$ cat src/sv/sfp_pkg.sv
// ----------------------------------------------------------------------------
// Serial frame parser package
// Shared types and constants for the frame parser and forwarder.
// ----------------------------------------------------------------------------
`default_nettype none

package sfp_pkg;

    // Opcodes of an input word.
    localparam logic [1:0] OP_RX      = 2'd0;
    localparam logic [1:0] OP_RELEASE = 2'd1;
    localparam logic [1:0] OP_READ    = 2'd2;
    localparam logic [1:0] OP_PULL    = 2'd3;

    // Buffer occupancy codes.
    localparam logic [1:0] OCC_FREE  = 2'd0;
    localparam logic [1:0] OCC_LOCAL = 2'd1;
    localparam logic [1:0] OCC_FWD   = 2'd2;

    // Frame bytes.
    localparam logic [7:0] BYTE_SYNC0   = 8'hFE;
    localparam logic [7:0] BYTE_SYNC1   = 8'hEF;
    localparam logic [7:0] SUM_SEED     = 8'hED;
    localparam logic [7:0] DEV_LOCAL    = 8'h50;
    localparam logic [7:0] DEV_OTHER    = 8'h60;
    localparam logic [7:0] ADDR_BCAST   = 8'hFF;
    localparam logic [7:0] BYTE_END     = 8'h16;
    localparam logic [7:0] MIN_LENGTH   = 8'd3;
    localparam logic [7:0] RESET_ADDR   = 8'd1;

    // Parser states.
    typedef enum logic [3:0] {
        ST_IDLE,
        ST_SYNC,
        ST_DEV,
        ST_ADDR,
        ST_CMD,
        ST_LENL,
        ST_LENH,
        ST_PAY,
        ST_SUM,
        ST_END
    } t_pstate;

    // Result word before the payload memory data is merged in.
    typedef struct packed {
        logic       frame_ready;
        logic       ready_buffer;
        logic       read_from_ram;
        logic [7:0] frame_device;
        logic [7:0] frame_command;
        logic [7:0] frame_length;
        logic       forward_valid;
        logic       forward_from_ram;
        logic [7:0] forward_byte;
        logic       forward_last;
        logic [7:0] forward_total;
        logic [3:0] buffer_status;
    } t_result;

endpackage

`default_nettype wire

$ cat src/sv/sfp_ctrl.sv
// ----------------------------------------------------------------------------
// Frame parser control
// Parser state, buffer occupancy, headers and forward replay; drives the
// payload memory ports and forms the result word of each accepted word.
// ----------------------------------------------------------------------------
`default_nettype none

module sfp_ctrl #(
    parameter int BUFFER_DEPTH = 256
) (
    input  wire                              i_clk,
    input  wire                              i_rst_n,
    input  wire                              i_accept,
    input  wire [1:0]                        i_opcode,
    input  wire [7:0]                        i_rx_byte,
    input  wire                              i_buffer_select,
    input  wire [7:0]                        i_read_index,
    input  wire                              i_cfg_we,
    input  wire [7:0]                        i_cfg_data,
    output logic                             o_ram_we,
    output logic [$clog2(BUFFER_DEPTH):0]    o_ram_waddr,
    output logic [7:0]                       o_ram_wdata,
    output logic                             o_ram_re,
    output logic [$clog2(BUFFER_DEPTH):0]    o_ram_raddr,
    output sfp_pkg::t_result                 o_result
);
    import sfp_pkg::*;

    localparam int AW = $clog2(BUFFER_DEPTH);
    localparam logic [8:0] DEPTH9 = 9'(BUFFER_DEPTH);

    t_pstate    r_state, n_state;
    logic [7:0] r_sum, n_sum;
    logic       r_active, n_active;
    logic [7:0] r_lenlo, n_lenlo;
    logic [8:0] r_cnt, n_cnt;
    logic [1:0] r_occ [2];
    logic [1:0] n_occ [2];
    logic [7:0] r_dev [2];
    logic [7:0] r_adr [2];
    logic [7:0] r_cmd [2];
    logic [7:0] r_len [2];
    logic [7:0] r_chk [2];
    logic [7:0] n_dev [2];
    logic [7:0] n_adr [2];
    logic [7:0] n_cmd [2];
    logic [7:0] n_len [2];
    logic [7:0] n_chk [2];
    logic [8:0] r_fpos, n_fpos;
    logic [7:0] r_fcnt, n_fcnt;
    logic       r_fsrc, n_fsrc;
    logic [7:0] r_my_addr;

    logic       rx;
    logic       b;
    logic [8:0] cnt_inc;
    logic [7:0] sum_add;

    assign rx      = i_accept && (i_opcode == OP_RX);
    assign b       = r_active;
    assign cnt_inc = r_cnt + 9'd1;
    assign sum_add = r_sum + i_rx_byte;

    // Next parser state.
    always_comb begin
        n_state = r_state;
        if (rx) begin
            unique case (r_state)
                ST_IDLE: begin
                    if (i_rx_byte == BYTE_SYNC0 &&
                        (r_occ[0] == OCC_FREE || r_occ[1] == OCC_FREE)) begin
                        n_state = ST_SYNC;
                    end
                end
                ST_SYNC: n_state = (i_rx_byte == BYTE_SYNC1) ? ST_DEV : ST_IDLE;
                ST_DEV: begin
                    n_state = (i_rx_byte == DEV_LOCAL || i_rx_byte == DEV_OTHER) ?
                              ST_ADDR : ST_IDLE;
                end
                ST_ADDR: n_state = ST_CMD;
                ST_CMD:  n_state = ST_LENL;
                ST_LENL: n_state = ST_LENH;
                ST_LENH: begin
                    if (i_rx_byte != 8'd0) begin
                        n_state = ST_IDLE;
                    end else if (r_lenlo < MIN_LENGTH) begin
                        n_state = ST_SUM;
                    end else begin
                        n_state = ST_PAY;
                    end
                end
                ST_PAY: begin
                    if (({1'b0, cnt_inc} + 10'd2) == {2'b00, r_len[b]}) begin
                        n_state = ST_SUM;
                    end else if (cnt_inc >= DEPTH9) begin
                        n_state = ST_IDLE;
                    end
                end
                ST_SUM: n_state = (r_sum == i_rx_byte) ? ST_END : ST_IDLE;
                ST_END: n_state = ST_IDLE;
                default: n_state = ST_IDLE;
            endcase
        end
    end

    // Datapath updates, memory accesses and the result word.
    always_comb begin
        logic       src;
        logic       have_src;
        logic [7:0] plen;
        logic [9:0] pay_end;
        logic [8:0] poff;
        n_sum    = r_sum;
        n_active = r_active;
        n_lenlo  = r_lenlo;
        n_cnt    = r_cnt;
        n_occ    = r_occ;
        n_dev    = r_dev;
        n_adr    = r_adr;
        n_cmd    = r_cmd;
        n_len    = r_len;
        n_chk    = r_chk;
        n_fpos   = r_fpos;
        n_fcnt   = r_fcnt;
        n_fsrc   = r_fsrc;
        o_ram_we    = 1'b0;
        o_ram_waddr = {b, r_cnt[AW-1:0]};
        o_ram_wdata = i_rx_byte;
        o_ram_re    = 1'b0;
        o_ram_raddr = {i_buffer_select, i_read_index[AW-1:0]};
        o_result    = '0;
        src      = r_fsrc;
        have_src = 1'b1;
        plen     = 8'd0;
        pay_end  = 10'd0;
        poff     = r_fpos - 9'd7;

        if (i_accept) begin
            unique case (i_opcode)
                OP_RX: begin
                    unique case (r_state)
                        ST_IDLE: begin
                            if (i_rx_byte == BYTE_SYNC0) begin
                                if (r_occ[0] == OCC_FREE) begin
                                    n_active = 1'b0;
                                end else if (r_occ[1] == OCC_FREE) begin
                                    n_active = 1'b1;
                                end
                            end
                        end
                        ST_SYNC: begin
                            if (i_rx_byte == BYTE_SYNC1) begin
                                n_sum = SUM_SEED;
                            end
                        end
                        ST_DEV: begin
                            n_dev[b] = i_rx_byte;
                            if (i_rx_byte == DEV_LOCAL || i_rx_byte == DEV_OTHER) begin
                                n_sum = sum_add;
                            end
                        end
                        ST_ADDR: begin
                            n_adr[b] = i_rx_byte;
                            n_sum    = sum_add;
                        end
                        ST_CMD: begin
                            n_cmd[b] = i_rx_byte;
                            n_sum    = sum_add;
                        end
                        ST_LENL: begin
                            n_lenlo = i_rx_byte;
                            n_sum   = sum_add;
                        end
                        ST_LENH: begin
                            n_len[b] = r_lenlo;
                            n_sum    = sum_add;
                            n_cnt    = 9'd0;
                        end
                        ST_PAY: begin
                            o_ram_we = (r_cnt < DEPTH9);
                            n_sum    = sum_add;
                            n_cnt    = cnt_inc;
                        end
                        ST_SUM: begin
                            if (r_sum == i_rx_byte) begin
                                n_chk[b] = i_rx_byte;
                            end
                        end
                        ST_END: begin
                            if (i_rx_byte == BYTE_END) begin
                                if (r_dev[b] == DEV_LOCAL &&
                                    (r_adr[b] == r_my_addr || r_adr[b] == ADDR_BCAST)) begin
                                    n_occ[b] = OCC_LOCAL;
                                    o_result.frame_ready  = 1'b1;
                                    o_result.ready_buffer = b;
                                end else begin
                                    n_occ[b] = OCC_FWD;
                                    n_fcnt   = r_fcnt + 8'd1;
                                end
                            end
                        end
                        default: begin
                        end
                    endcase
                end
                OP_RELEASE: begin
                    if (r_occ[i_buffer_select] == OCC_FWD && r_fpos != 9'd0 &&
                        r_fsrc == i_buffer_select) begin
                        n_fpos = 9'd0;
                    end
                    n_occ[i_buffer_select] = OCC_FREE;
                end
                OP_READ: begin
                    if ({1'b0, i_read_index} < DEPTH9) begin
                        o_ram_re               = 1'b1;
                        o_result.read_from_ram = 1'b1;
                    end
                    o_result.frame_device  = r_dev[i_buffer_select];
                    o_result.frame_command = r_cmd[i_buffer_select];
                    o_result.frame_length  = r_len[i_buffer_select];
                end
                OP_PULL: begin
                    // A new frame starts from the lowest pending buffer.
                    if (r_fpos == 9'd0) begin
                        if (r_occ[0] == OCC_FWD) begin
                            src = 1'b0;
                        end else if (r_occ[1] == OCC_FWD) begin
                            src = 1'b1;
                        end else begin
                            have_src = 1'b0;
                        end
                        if (have_src) begin
                            n_fsrc = src;
                        end
                    end
                    plen    = (r_len[src] >= MIN_LENGTH) ? (r_len[src] - 8'd2) : 8'd0;
                    pay_end = 10'd7 + {2'b00, plen};
                    if (have_src) begin
                        o_result.forward_valid = 1'b1;
                        n_fpos = r_fpos + 9'd1;
                        priority if (r_fpos == 9'd0) begin
                            o_result.forward_byte = BYTE_SYNC0;
                        end else if (r_fpos == 9'd1) begin
                            o_result.forward_byte = BYTE_SYNC1;
                        end else if (r_fpos == 9'd2) begin
                            o_result.forward_byte = r_dev[src];
                        end else if (r_fpos == 9'd3) begin
                            o_result.forward_byte = r_adr[src];
                        end else if (r_fpos == 9'd4) begin
                            o_result.forward_byte = r_cmd[src];
                        end else if (r_fpos == 9'd5) begin
                            o_result.forward_byte = r_len[src];
                        end else if (r_fpos == 9'd6) begin
                            o_result.forward_byte = 8'd0;
                        end else if ({1'b0, r_fpos} < pay_end) begin
                            o_ram_re    = 1'b1;
                            o_ram_raddr = {src, poff[AW-1:0]};
                            o_result.forward_from_ram = 1'b1;
                        end else if ({1'b0, r_fpos} == pay_end) begin
                            o_result.forward_byte = r_chk[src];
                        end else begin
                            o_result.forward_byte = BYTE_END;
                            o_result.forward_last = 1'b1;
                            n_fpos     = 9'd0;
                            n_occ[src] = OCC_FREE;
                        end
                    end
                end
                default: begin
                end
            endcase
        end
        o_result.forward_total = n_fcnt;
        o_result.buffer_status = {n_occ[1], n_occ[0]};
    end

    // Control state.
    always_ff @(posedge i_clk) begin
        if (!i_rst_n) begin
            r_state   <= ST_IDLE;
            r_sum     <= 8'd0;
            r_active  <= 1'b0;
            r_lenlo   <= 8'd0;
            r_cnt     <= 9'd0;
            r_occ[0]  <= OCC_FREE;
            r_occ[1]  <= OCC_FREE;
            r_fpos    <= 9'd0;
            r_fcnt    <= 8'd0;
            r_fsrc    <= 1'b0;
            r_my_addr <= RESET_ADDR;
        end else begin
            r_state  <= n_state;
            r_sum    <= n_sum;
            r_active <= n_active;
            r_lenlo  <= n_lenlo;
            r_cnt    <= n_cnt;
            r_occ    <= n_occ;
            r_fpos   <= n_fpos;
            r_fcnt   <= n_fcnt;
            r_fsrc   <= n_fsrc;
            if (i_cfg_we) begin
                r_my_addr <= i_cfg_data;
            end
        end
    end

    // Frame headers hold until rewritten.
    always_ff @(posedge i_clk) begin
        r_dev <= n_dev;
        r_adr <= n_adr;
        r_cmd <= n_cmd;
        r_len <= n_len;
        r_chk <= n_chk;
    end

endmodule

`default_nettype wire

$ cat config.mk
export PLATFORM = sky130hd
export DESIGN_NAME = sfp_ctrl
export DESIGN_NICKNAME = d
export VERILOG_FILES = /design/src/sv/sfp_pkg.sv /design/src/sv/sfp_ctrl.sv
export SDC_FILE = /design/constraint.sdc
export NUM_CORES = 1
export LEC_CHECK = 0
export ABC_AREA = 1
export BUFFER_PORTS_ARGS = -buffer_cell sky130_fd_sc_hd__clkbuf_2
export CAP_MARGIN = 20
export CELL_PAD_IN_SITES_DETAIL_PLACEMENT = 0
export CELL_PAD_IN_SITES_GLOBAL_PLACEMENT = 2
export CORE_ASPECT_RATIO = 1.4
export CORE_MARGIN = 2
export CORE_UTILIZATION = 25
export CTS_CLUSTER_DIAMETER = 30
export DETAILED_ROUTE_END_ITERATION = 6
export GPL_ROUTABILITY_DRIVEN = 1
export PLACE_DENSITY_LB_ADDON = 0.3
export SYNTH_ARGS = -nofsm -noshare
export SYNTH_HDL_FRONTEND = slang
export SYNTH_SLANG_ARGS = --single-unit
$ cat constraint.sdc
create_clock -name i_clk -period 5 [get_ports i_clk]
set_input_delay 0.25 -clock i_clk [delete_from_list [all_inputs] [get_ports i_clk]]
set_output_delay 0.25 -clock i_clk [all_outputs]
set_load 0.01 [all_outputs]
==> impl_metrics.yaml, run 1 <==
status:
  outcome: "finished, final reports clean"
sta:
  relSlewSlack_pct: 29.3
  final.min_clock_period_ns: 4.76
  worst_pin_slew_ns: 1.05
  setup_viol: 0
  drv_slew: 0
  period_share_pct: 95.1
  skew_ns: 0.00928
  hold_violations: 0
  rsz0062_at_grt: "true"
  fin_ws_ns: 0.243
  tns_ns: 0
  fin_hold_ws_ns: 0.0239
  max_freq_ghz: 0.210
finish:
  nets: 1445
  stdcell_count: 1863
  synthToLayoutAreaGrowth_pct: 22.6
  diodes: 0
  fin_area_um2: 11000
  drive_above_1_share_pct: 18.6
cts:
  clock_path_buffers: 2
  cts_sinks: 140
  tritoncts: "yes"
  path_clk_slew_ns: 0.06
  cts_max_level: 4
  clk_latency_ns: 0.44
  root_buffer: "clkbuf_16"
  cts-buffers-inserted: 17
synthesis:
  synth_top_family_by_area: "simple AND/OR/NAND/NOR gates"
  netlist_instances: 1271
  synth_common_cells: "nand2_1 (338), nor2_1 (168), inv_1 (159)"
  synth_warnings: 0
  synth_area_um2: 9010
  netlist.area_leader.share_pct: 26.7
  async_flop_share_pct: 0
  synth_largest_area_cell: "edfxtp_1"
  ys_top_cells_by_area: "edfxtp_1 (27%), nand2_1 (14%), dfxtp_1 (13%)"
  synth_ff_type: "edfxtp_1"
  synth.yosys.seq_area_share_pct: 40.0
  synth_xor_area_share_pct: 2.24
  synthAdderAreaFrac_pct: 3.69
  synthMuxAreaShare_pct: 0
  avgSynthCellArea_um2: 7.09
  yosysMostFrequentCell: "nand2_1"
  syn_nets: 1328
  synth-edff-count: 80
  ys_ff_latch: 140
  synth_compound_area_share_pct: 12.2
  synth_cell_types: 54
  yosys.area_share.simple_pct: 31.3
detailed_routing:
  drt_iter0_drc: 486
  drt-total-wl_mm: 33.0
  final_antenna_net_count: 0
  via_per_inst: 4.63
  dr.pass1.iters: 5
  drc: 0
  post_drt_wl_per_cell_um: 17.7
  vias: 8632
placed_design:
  dpl_cell_area_um2: 10000
  place.gp.congestion: 0.839
  pre_cts_ws_ns: 0.120
  hpwl_mm: 24.6
  io_buffer_count: 108
  placed_cells_incl_taps: 1813
setup_path:
  cp-end-kind: "output port"
  cp_slowest_stage_delay_ns: 0.33
  crit_buf_inv: 3
  path_common_cell: "nand2_1"
  path_delay_family: "simple AND/OR/NAND/NOR gates"
  critical_path.slowest_cell: "dfxtp_2"
  cp.arrival_ns: 4.51
  cp.required_ns: 4.75
  critPathKind: "flop to output port"
  critPathLaunchType: "flop"
  worst-path-max-fanout: 8
global_routing:
  antenna_found_initial: 1
  gr-total-overflow: 0
  grt_first_pass_wirelength_mm: 49.0
  grt_max_degree: 39
  grt.total_usage_pct: 17.5
  grt_pass1_vias: 8440
job:
  maxCapViolCount: 0
min_path:
  hold_path_class: "input pin to flop"
die:
  fp-row-count: 82
  core-area_um2: 35700
  die_w_um: 164
  die_y_um: 229
  pin_count: 109
  start_util_pct: 25.2
  dieArea_um2: 37600
power:
  powerDensity_nw_per_um2: 248
  peakVddDrop_mv: 0.191
  leakagePower_nw: 4.81
==> sequential cells by signal (all words and copies together) (netlist names) <==
name,cells
r_dev,16
r_occ,4
r_sum,8
r_lenlo,8
r_cnt,9
r_cmd,16
r_fsrc,1
r_len,16
r_fcnt,8
r_adr,16
b,1
r_chk,16
r_my_addr,8
r_fpos,9
r_state,4
==> final cells by class <==
class / instances / area (um^2)
clock buffers: 20 / 437
flip-flops and latches: 140 / 3610
clock inverters: 12 / 161
fillers: 3972 / 24700
multi-input cells: 912 / 4770
repair buffers: 147 / 842
inverters: 170 / 649
well taps: 462 / 578
==> metal layers <==
layer | global-route usage, % | wire length (um)
met4 | 4.95 | 604
met3 | 3.30 | 1200
met1 | 19.8 | 13600
met2 | 32.7 | 17600
met5 | 0 | 13
==> path summary, 6_finish.rpt <==
path	startpoint	endpoint	slack (ns)	depth (start not counted)
setup reg to reg	r_fpos[1]	r_fpos[3]	1.00	27
setup / recovery	r_fpos[1]	o_result[18]	0.24	30
hold reg to reg	r_lenlo[2]	r_len[10]	0.45	0
hold / removal	i_cfg_data[0]	r_my_addr[0]	0.02	3
==> cell families (layout without fill, tap and decap cells) <==
group                      count (synthesis)  in the layout
DFF                                      140            140
buffers and inverters                    221            349
and+or+nand+nor                          662            664
xor gates and xnor gates                  23             23
AOI/OAI and AO/OA                        199            199
adders and majority gates                 26             26
==> metrics by stage <==
| stage | utilization, % | power (mW) |
|---|---|---|
| finish | 30.9 | 2.74 |
| detailed placement | 28.0 | 1.42 |
| floorplan | - | 1.34 |
| global placement | 28.0 | 1.42 |
| global route | 30.9 | 2.84 |
| CTS | 29.9 | 2.77 |
==> power by group <==
group | total (mW) | switching [mW] | internal, mW
Clock | 1.33 | 0.541 | 0.791
Sequential | 1.22 | 0.00392 | 1.22
Combinational | 0.180 | 0.125 | 0.0550
==> timing repair <==
action | in CTS | in global routing
hold endpoints to repair | 0 | 0
hold buffers | 0 | 0
pin swaps | 4 | 30
cloned | 0 | 2
gates resized for setup | 12 | 65
endpoints found under the setup margin | 18 | 21
setup buffers | 3 | 11
==> worst min-delay path, stage by stage <==
cell and delay (ns):
clkbuf_2 0.07, nand2_1 0.04, nand3_1 0.06
==> cells in the final DEF, fill, tap and decap left out, types with 13 or more instances in the layout <==
cell	Yosys	layout
nand2_1	338	325
nor2_1	168	162
inv_1	159	156
clkbuf_2	1	105
edfxtp_1	80	80
a21oi_1	84	79
nand3_1	67	65
o21ai_0	67	63
dfxtp_1	60	58
buf_4	21	35
ha_1	25	21
xor2_1	20	19
nand4_1	19	19
nand2_2	9	18
clkbuf_16	0	17
nor4_1	15	15
nor3_1	13	13
Note: power is estimated with default switching activity, not from simulation.
==> inputs of run 2 (changes only) <==
==> constraint.sdc (replaced) <==
create_clock -name i_clk -period 5 [get_ports i_clk]
set_input_delay 0.5 -clock i_clk [delete_from_list [all_inputs] [get_ports i_clk]]
set_output_delay 0.5 -clock i_clk [all_outputs]
set_load 0.01 [all_outputs]
==> impl_metrics.yaml, run 2 (synthesized netlist as in run 1, its figures left out) <==
global_routing:
  grt_max_degree: 39
  grt.total_usage_pct: 17.8
  grt_pass1_vias: 8581
  gr-total-overflow: 0
  grt_first_pass_wirelength_mm: 49.8
  antenna_found_initial: 1
die:
  die_y_um: 229
  die_w_um: 164
  start_util_pct: 25.2
  dieArea_um2: 37600
  pin_count: 109
  fp-row-count: 82
  core-area_um2: 35700
placed_design:
  hpwl_mm: 24.6
  io_buffer_count: 108
  dpl_cell_area_um2: 10000
  place.gp.congestion: 0.822
  pre_cts_ws_ns: 0.0628
power:
  power_mw: 2.60
  powerDensity_nw_per_um2: 234
  leakagePower_nw: 4.86
  peakVddDrop_mv: 0.221
setup_path:
  cp.required_ns: 4.50
  cp-end-kind: "output port"
  critPathKind: "flop to output port"
  worst-path-max-fanout: 8
  cp_slowest_stage_delay_ns: 0.32
  critPathLaunchType: "flop"
  path_delay_family: "simple AND/OR/NAND/NOR gates"
  cp.arrival_ns: 4.50
  ff2ff_path_depth: 29
  crit_buf_inv: 4
  cp.depth: 32
  critical_path.slowest_cell: "dfxtp_2"
job:
  maxCapViolCount: 0
sta:
  setup_viol: 0
  relSlewSlack_pct: 31.5
  fin_hold_ws_ns: 0.285
  fin_ws_ns: 0.00135
  final.min_clock_period_ns: 5.00
  max_freq_ghz: 0.200
  rsz0062_at_grt: "true"
  period_share_pct: 100
  drv_slew: 0
  skew_ns: 0.0107
  worst_pin_slew_ns: 1.02
  hold_violations: 0
cts:
  tritoncts: "yes"
  cts-buffers-inserted: 17
  cts_max_level: 4
  clock_path_buffers: 2
  root_buffer: "clkbuf_16"
  path_clk_slew_ns: 0.06
  cts_sinks: 140
  cts_hold_buffers: 0
  clk_latency_ns: 0.44
finish:
  fin_area_um2: 11100
  mostFrequentLayoutCells: "nand2_1 (324), nor2_1 (162), inv_1 (155)"
  synthToLayoutAreaGrowth_pct: 23.2
  fin_util_pct: 31.1
  drive_above_1_share_pct: 19.8
  fillers: 3956
  diodes: 0
  nets: 1456
  final_common_cell: "nand2_1"
detailed_routing:
  vias: 8673
  drt-total-wl_mm: 33.0
  drt_iter0_drc: 482
  final_antenna_net_count: 0
  post_drt_wl_per_cell_um: 17.6
  dr.pass1.iters: 5
  via_per_inst: 4.63
  drc: 0
min_path:
  hold_path_depth: 3
  hold_path_class: "input pin to flop"
status:
  outcome: "finished, final reports clean"
==> run 2: cell types whose count changed in the layout (fill, tap and decap cells not counted), moves of 4 or more <==
cell | before | now
buf_4 | 35 | 42
buf_6 | 3 | 7
buf_2 | 4 | 9
nand2_4 | 6 | 10
o21ai_2 | 4 | 8
clkbuf_2 | 105 | 99
==> run 2: tightest hold or removal path: stages <==
cell and delay (ns):
clkbuf_2 0.08, nor2_1 0.04, nor2_1 0.08
==> run 2: timing repair <==
action / in CTS / in global routing
pin swaps: 24 / 37
setup endpoints to repair: 23 / 23
cloned: 2 / 1
buffers inserted: 12 / 8
resized for setup: 43 / 56
==> run 2: final cells by class <==
type,instances,area (um^2),share of cell area [%]
timing repair buffer,157,935,8.42
timing repair inverter,1,5.00,0.0451
sequential,140,3610,32.5
inverter,170,647,5.83
tap,462,578,5.21
clock inverter,11,87.6,0.789
clock buffer,21,450,4.06
multi-input combinational,912,4790,43.1
==> run 2: metrics by stage <==
| step | setup TNS [ns] | instances |
|---|---|---|
| 5_1_grt | -2.38 | 1874 |
| 3_3_place_gp | 0 | 1819 |
| 2_1_floorplan | 0 | 1271 |
| 4_1_cts | -0.0113 | 1865 |
| 3_5_place_dp | 0 | 1819 |
| 6_report | 0 | 1874 |
==> run 2: layer usage <==
metal  part of all wire [%]  vias up  global-route usage [%]
met2                     52      177                    32.6
li1                       -     4401                       -
met5                  0.039        -                       0
met3                    3.2       47                    2.81
met1                     42     4046                    20.4
met4                    2.6        2                    6.63
==> run 2: worst paths after layout <==
kind	startpoint	end	slack, ns
max	r_fpos[1]	o_result[16]	0.001
min reg2reg	r_lenlo[2]	r_len[10]	0.46
max reg2reg	r_fpos[1]	r_fpos[5]	0.71
min	i_cfg_data[5]	r_my_addr[5]	0.29
==> run 2: report_power, final <==
part	internal (mW)	leakage, nW	switching (mW)
clock	0.654	0.256	0.537
combinational	0.0576	3.39	0.126
sequential	1.22	1.21	0.00414
total	1.93	4.86	0.667
==> inputs of run 3 (changes only) <==
--- a/config.mk
+++ b/config.mk
@@ -7,7 +7,6 @@
 export LEC_CHECK = 0
 export ABC_AREA = 1
 export BUFFER_PORTS_ARGS = -buffer_cell sky130_fd_sc_hd__clkbuf_2
-export CAP_MARGIN = 20
 export CELL_PAD_IN_SITES_DETAIL_PLACEMENT = 0
 export CELL_PAD_IN_SITES_GLOBAL_PLACEMENT = 2
 export CORE_ASPECT_RATIO = 1.4
@@ -16,7 +15,9 @@
 export CTS_CLUSTER_DIAMETER = 30
 export DETAILED_ROUTE_END_ITERATION = 6
 export GPL_ROUTABILITY_DRIVEN = 1
+export MAX_ROUTING_LAYER = met4
 export PLACE_DENSITY_LB_ADDON = 0.3
 export SYNTH_ARGS = -nofsm -noshare
 export SYNTH_HDL_FRONTEND = slang
 export SYNTH_SLANG_ARGS = --single-unit
+export TNS_END_PERCENT = 1
==> impl_metrics.yaml, run 3 (synthesized netlist as in run 1, its figures left out) <==
status:
  outcome: "finished, final reports clean"
global_routing:
  grt_use_met3_pct: 2.81
  busiest_layer: "met2"
  antenna_found_initial: 1
  grt_pass1_vias: 8577
  met2_usage_pct: 32.6
  grt_first_pass_wirelength_mm: 49.9
  gr-total-overflow: 0
  grt_max_degree: 39
  grt.total_usage_pct: 18.3
  met1_usage_pct: 20.5
power:
  seqPwrFrac_pct: 47.1
  combPwrFrac_pct: 7.0
  p_sw_mw: 0.667
  switching_share_pct: 25.7
  p_clk_share_pct: 45.9
  intPower_mw: 1.93
  peakVddDrop_mv: 0.222
  leakagePower_nw: 4.83
  powerDensity_nw_per_um2: 235
finish:
  multi_input_area_um2: 4750
  regArea_um2: 3610
  drive_above_1_share_pct: 19.0
  final_common_cell: "nand2_1"
  synthToLayoutAreaGrowth_pct: 22.5
  fin_util_pct: 30.9
  mostFrequentLayoutCells: "nand2_1 (326), nor2_1 (162), inv_1 (156)"
  nets: 1455
  fillers: 3958
  fin_area_um2: 11000
cts:
  path_clk_slew_ns: 0.06
  clock_path_buffers: 2
  cts_hold_buffers: 0
  cts_max_level: 4
  tritoncts: "yes"
  cts-buffers-inserted: 17
  clk_latency_ns: 0.45
  cts_sinks: 140
  root_buffer: "clkbuf_16"
sta:
  tns_ns: 0
  fin_hold_ws_ns: 0.285
  setup_viol: 0
  skew_ns: 0.0122
  drv_slew: 0
  hold_violations: 0
  worst_pin_slew_ns: 1.11
  period_share_pct: 99.6
  rsz0062_at_grt: "true"
  final.min_clock_period_ns: 4.98
  max_freq_ghz: 0.201
  relSlewSlack_pct: 25.0
setup_path:
  crit_buf_inv: 6
  cp_slowest_stage_delay_ns: 0.32
  critPathKind: "flop to output port"
  critical_path.slowest_cell: "dfxtp_2"
  critPathLaunchType: "flop"
  cp-end-kind: "output port"
  worst-path-max-fanout: 6
  path_delay_family: "simple AND/OR/NAND/NOR gates"
  path_common_cell: "nand2_2"
  cp.arrival_ns: 4.48
  cp.required_ns: 4.50
placed_design:
  place.gp.congestion: 0.835
  io_buffer_count: 108
  hpwl_mm: 24.6
  dpl_cell_area_um2: 10000
die:
  fp-row-count: 82
  pin_count: 109
  core-area_um2: 35700
  die_w_um: 164
  start_util_pct: 25.2
  die_y_um: 229
  dieArea_um2: 37600
detailed_routing:
  via_per_inst: 4.63
  drt-total-wl_mm: 32.8
  post_drt_wl_per_cell_um: 17.5
  dr.pass1.iters: 5
  vias: 8672
  drt_iter0_drc: 452
  drc: 0
  final_antenna_net_count: 0
job:
  maxCapViolCount: 0
min_path:
  hold_path_class: "input pin to flop"
[run 3: changes by cell type in the layout (fill, tap and decap cells not counted), sizes merged]
cell	previous run	this run
clkinv	7	8
clkinvlp	5	3
buf	58	52
diode	0	1
clkbuf	120	126
[run 3: worst paths after layout]
path / start / to / slack [ns] / depth (start not counted)
setup / recovery: r_fpos[1] / o_result[16] / 0.02 / 32
hold / removal: i_cfg_data[5] / r_my_addr[5] / 0.29 / 3
setup reg to reg: r_fpos[1] / r_fpos[5] / 0.72 / 29
hold reg to reg: r_lenlo[2] / r_len[10] / 0.46 / 0
[run 3: metal layers]
metal | part of all wire, % | vias to the layer above | routed length, um
met3 | 3.2 | 47 | 1050
met5 | 0 | - | 0
met2 | 52 | 175 | 17200
li1 | - | 4405 | -
met4 | 2.6 | 0 | 859
met1 | 42 | 4045 | 13700
[run 3: what timing repair did]
| action | in CTS | in global routing |
|---|---|---|
| resized for setup | 43 | 34 |
| pin swaps | 24 | 27 |
| buffers inserted | 12 | 8 |
| endpoints found under the setup margin | 23 | 23 |
| cloned | 2 | 0 |
[run 3: area by class of cell]
type | instances | share of cell area (%)
Clock buffer | 21 | 4.08
Antenna cell | 1 | 0.0227
Tap cell | 462 | 5.23
Sequential cell | 140 | 32.7
Timing Repair Buffer | 157 | 8.36
Multi-Input combinational cell | 912 | 43.0
Clock inverter | 11 | 0.793
Inverter | 170 | 5.82
[run 3: power by group through the flow]
stage	registers, mW	clock network (mW)	logic (mW)
6_report	1.22	1.19	0.183
5_1_grt	1.22	1.26	0.204
4_1_cts	1.22	1.23	0.182
3_5_place_dp	1.25	0	0.176
3_3_place_gp	1.25	0	0.177
2_1_floorplan	1.25	0	0.0937
[run 3: per-stage QoR]
step / instances / power [mW] / setup WS, ns
2_1_floorplan: 1271 / 1.34 / 0.649
3_5_place_dp: 1819 / 1.42 / 0.0628
3_3_place_gp: 1819 / 1.42 / 0.0380
5_1_grt: 1874 / 2.69 / -0.266
6_report: 1874 / 2.60 / 0.0185
4_1_cts: 1865 / 2.64 / -0.0113
[run 3: tightest hold or removal path, delay by kind of cell]
family | cells | cell delay, ns
buffers and inverters | 1 | 0.08
and+or+nand+nor | 2 | 0.12
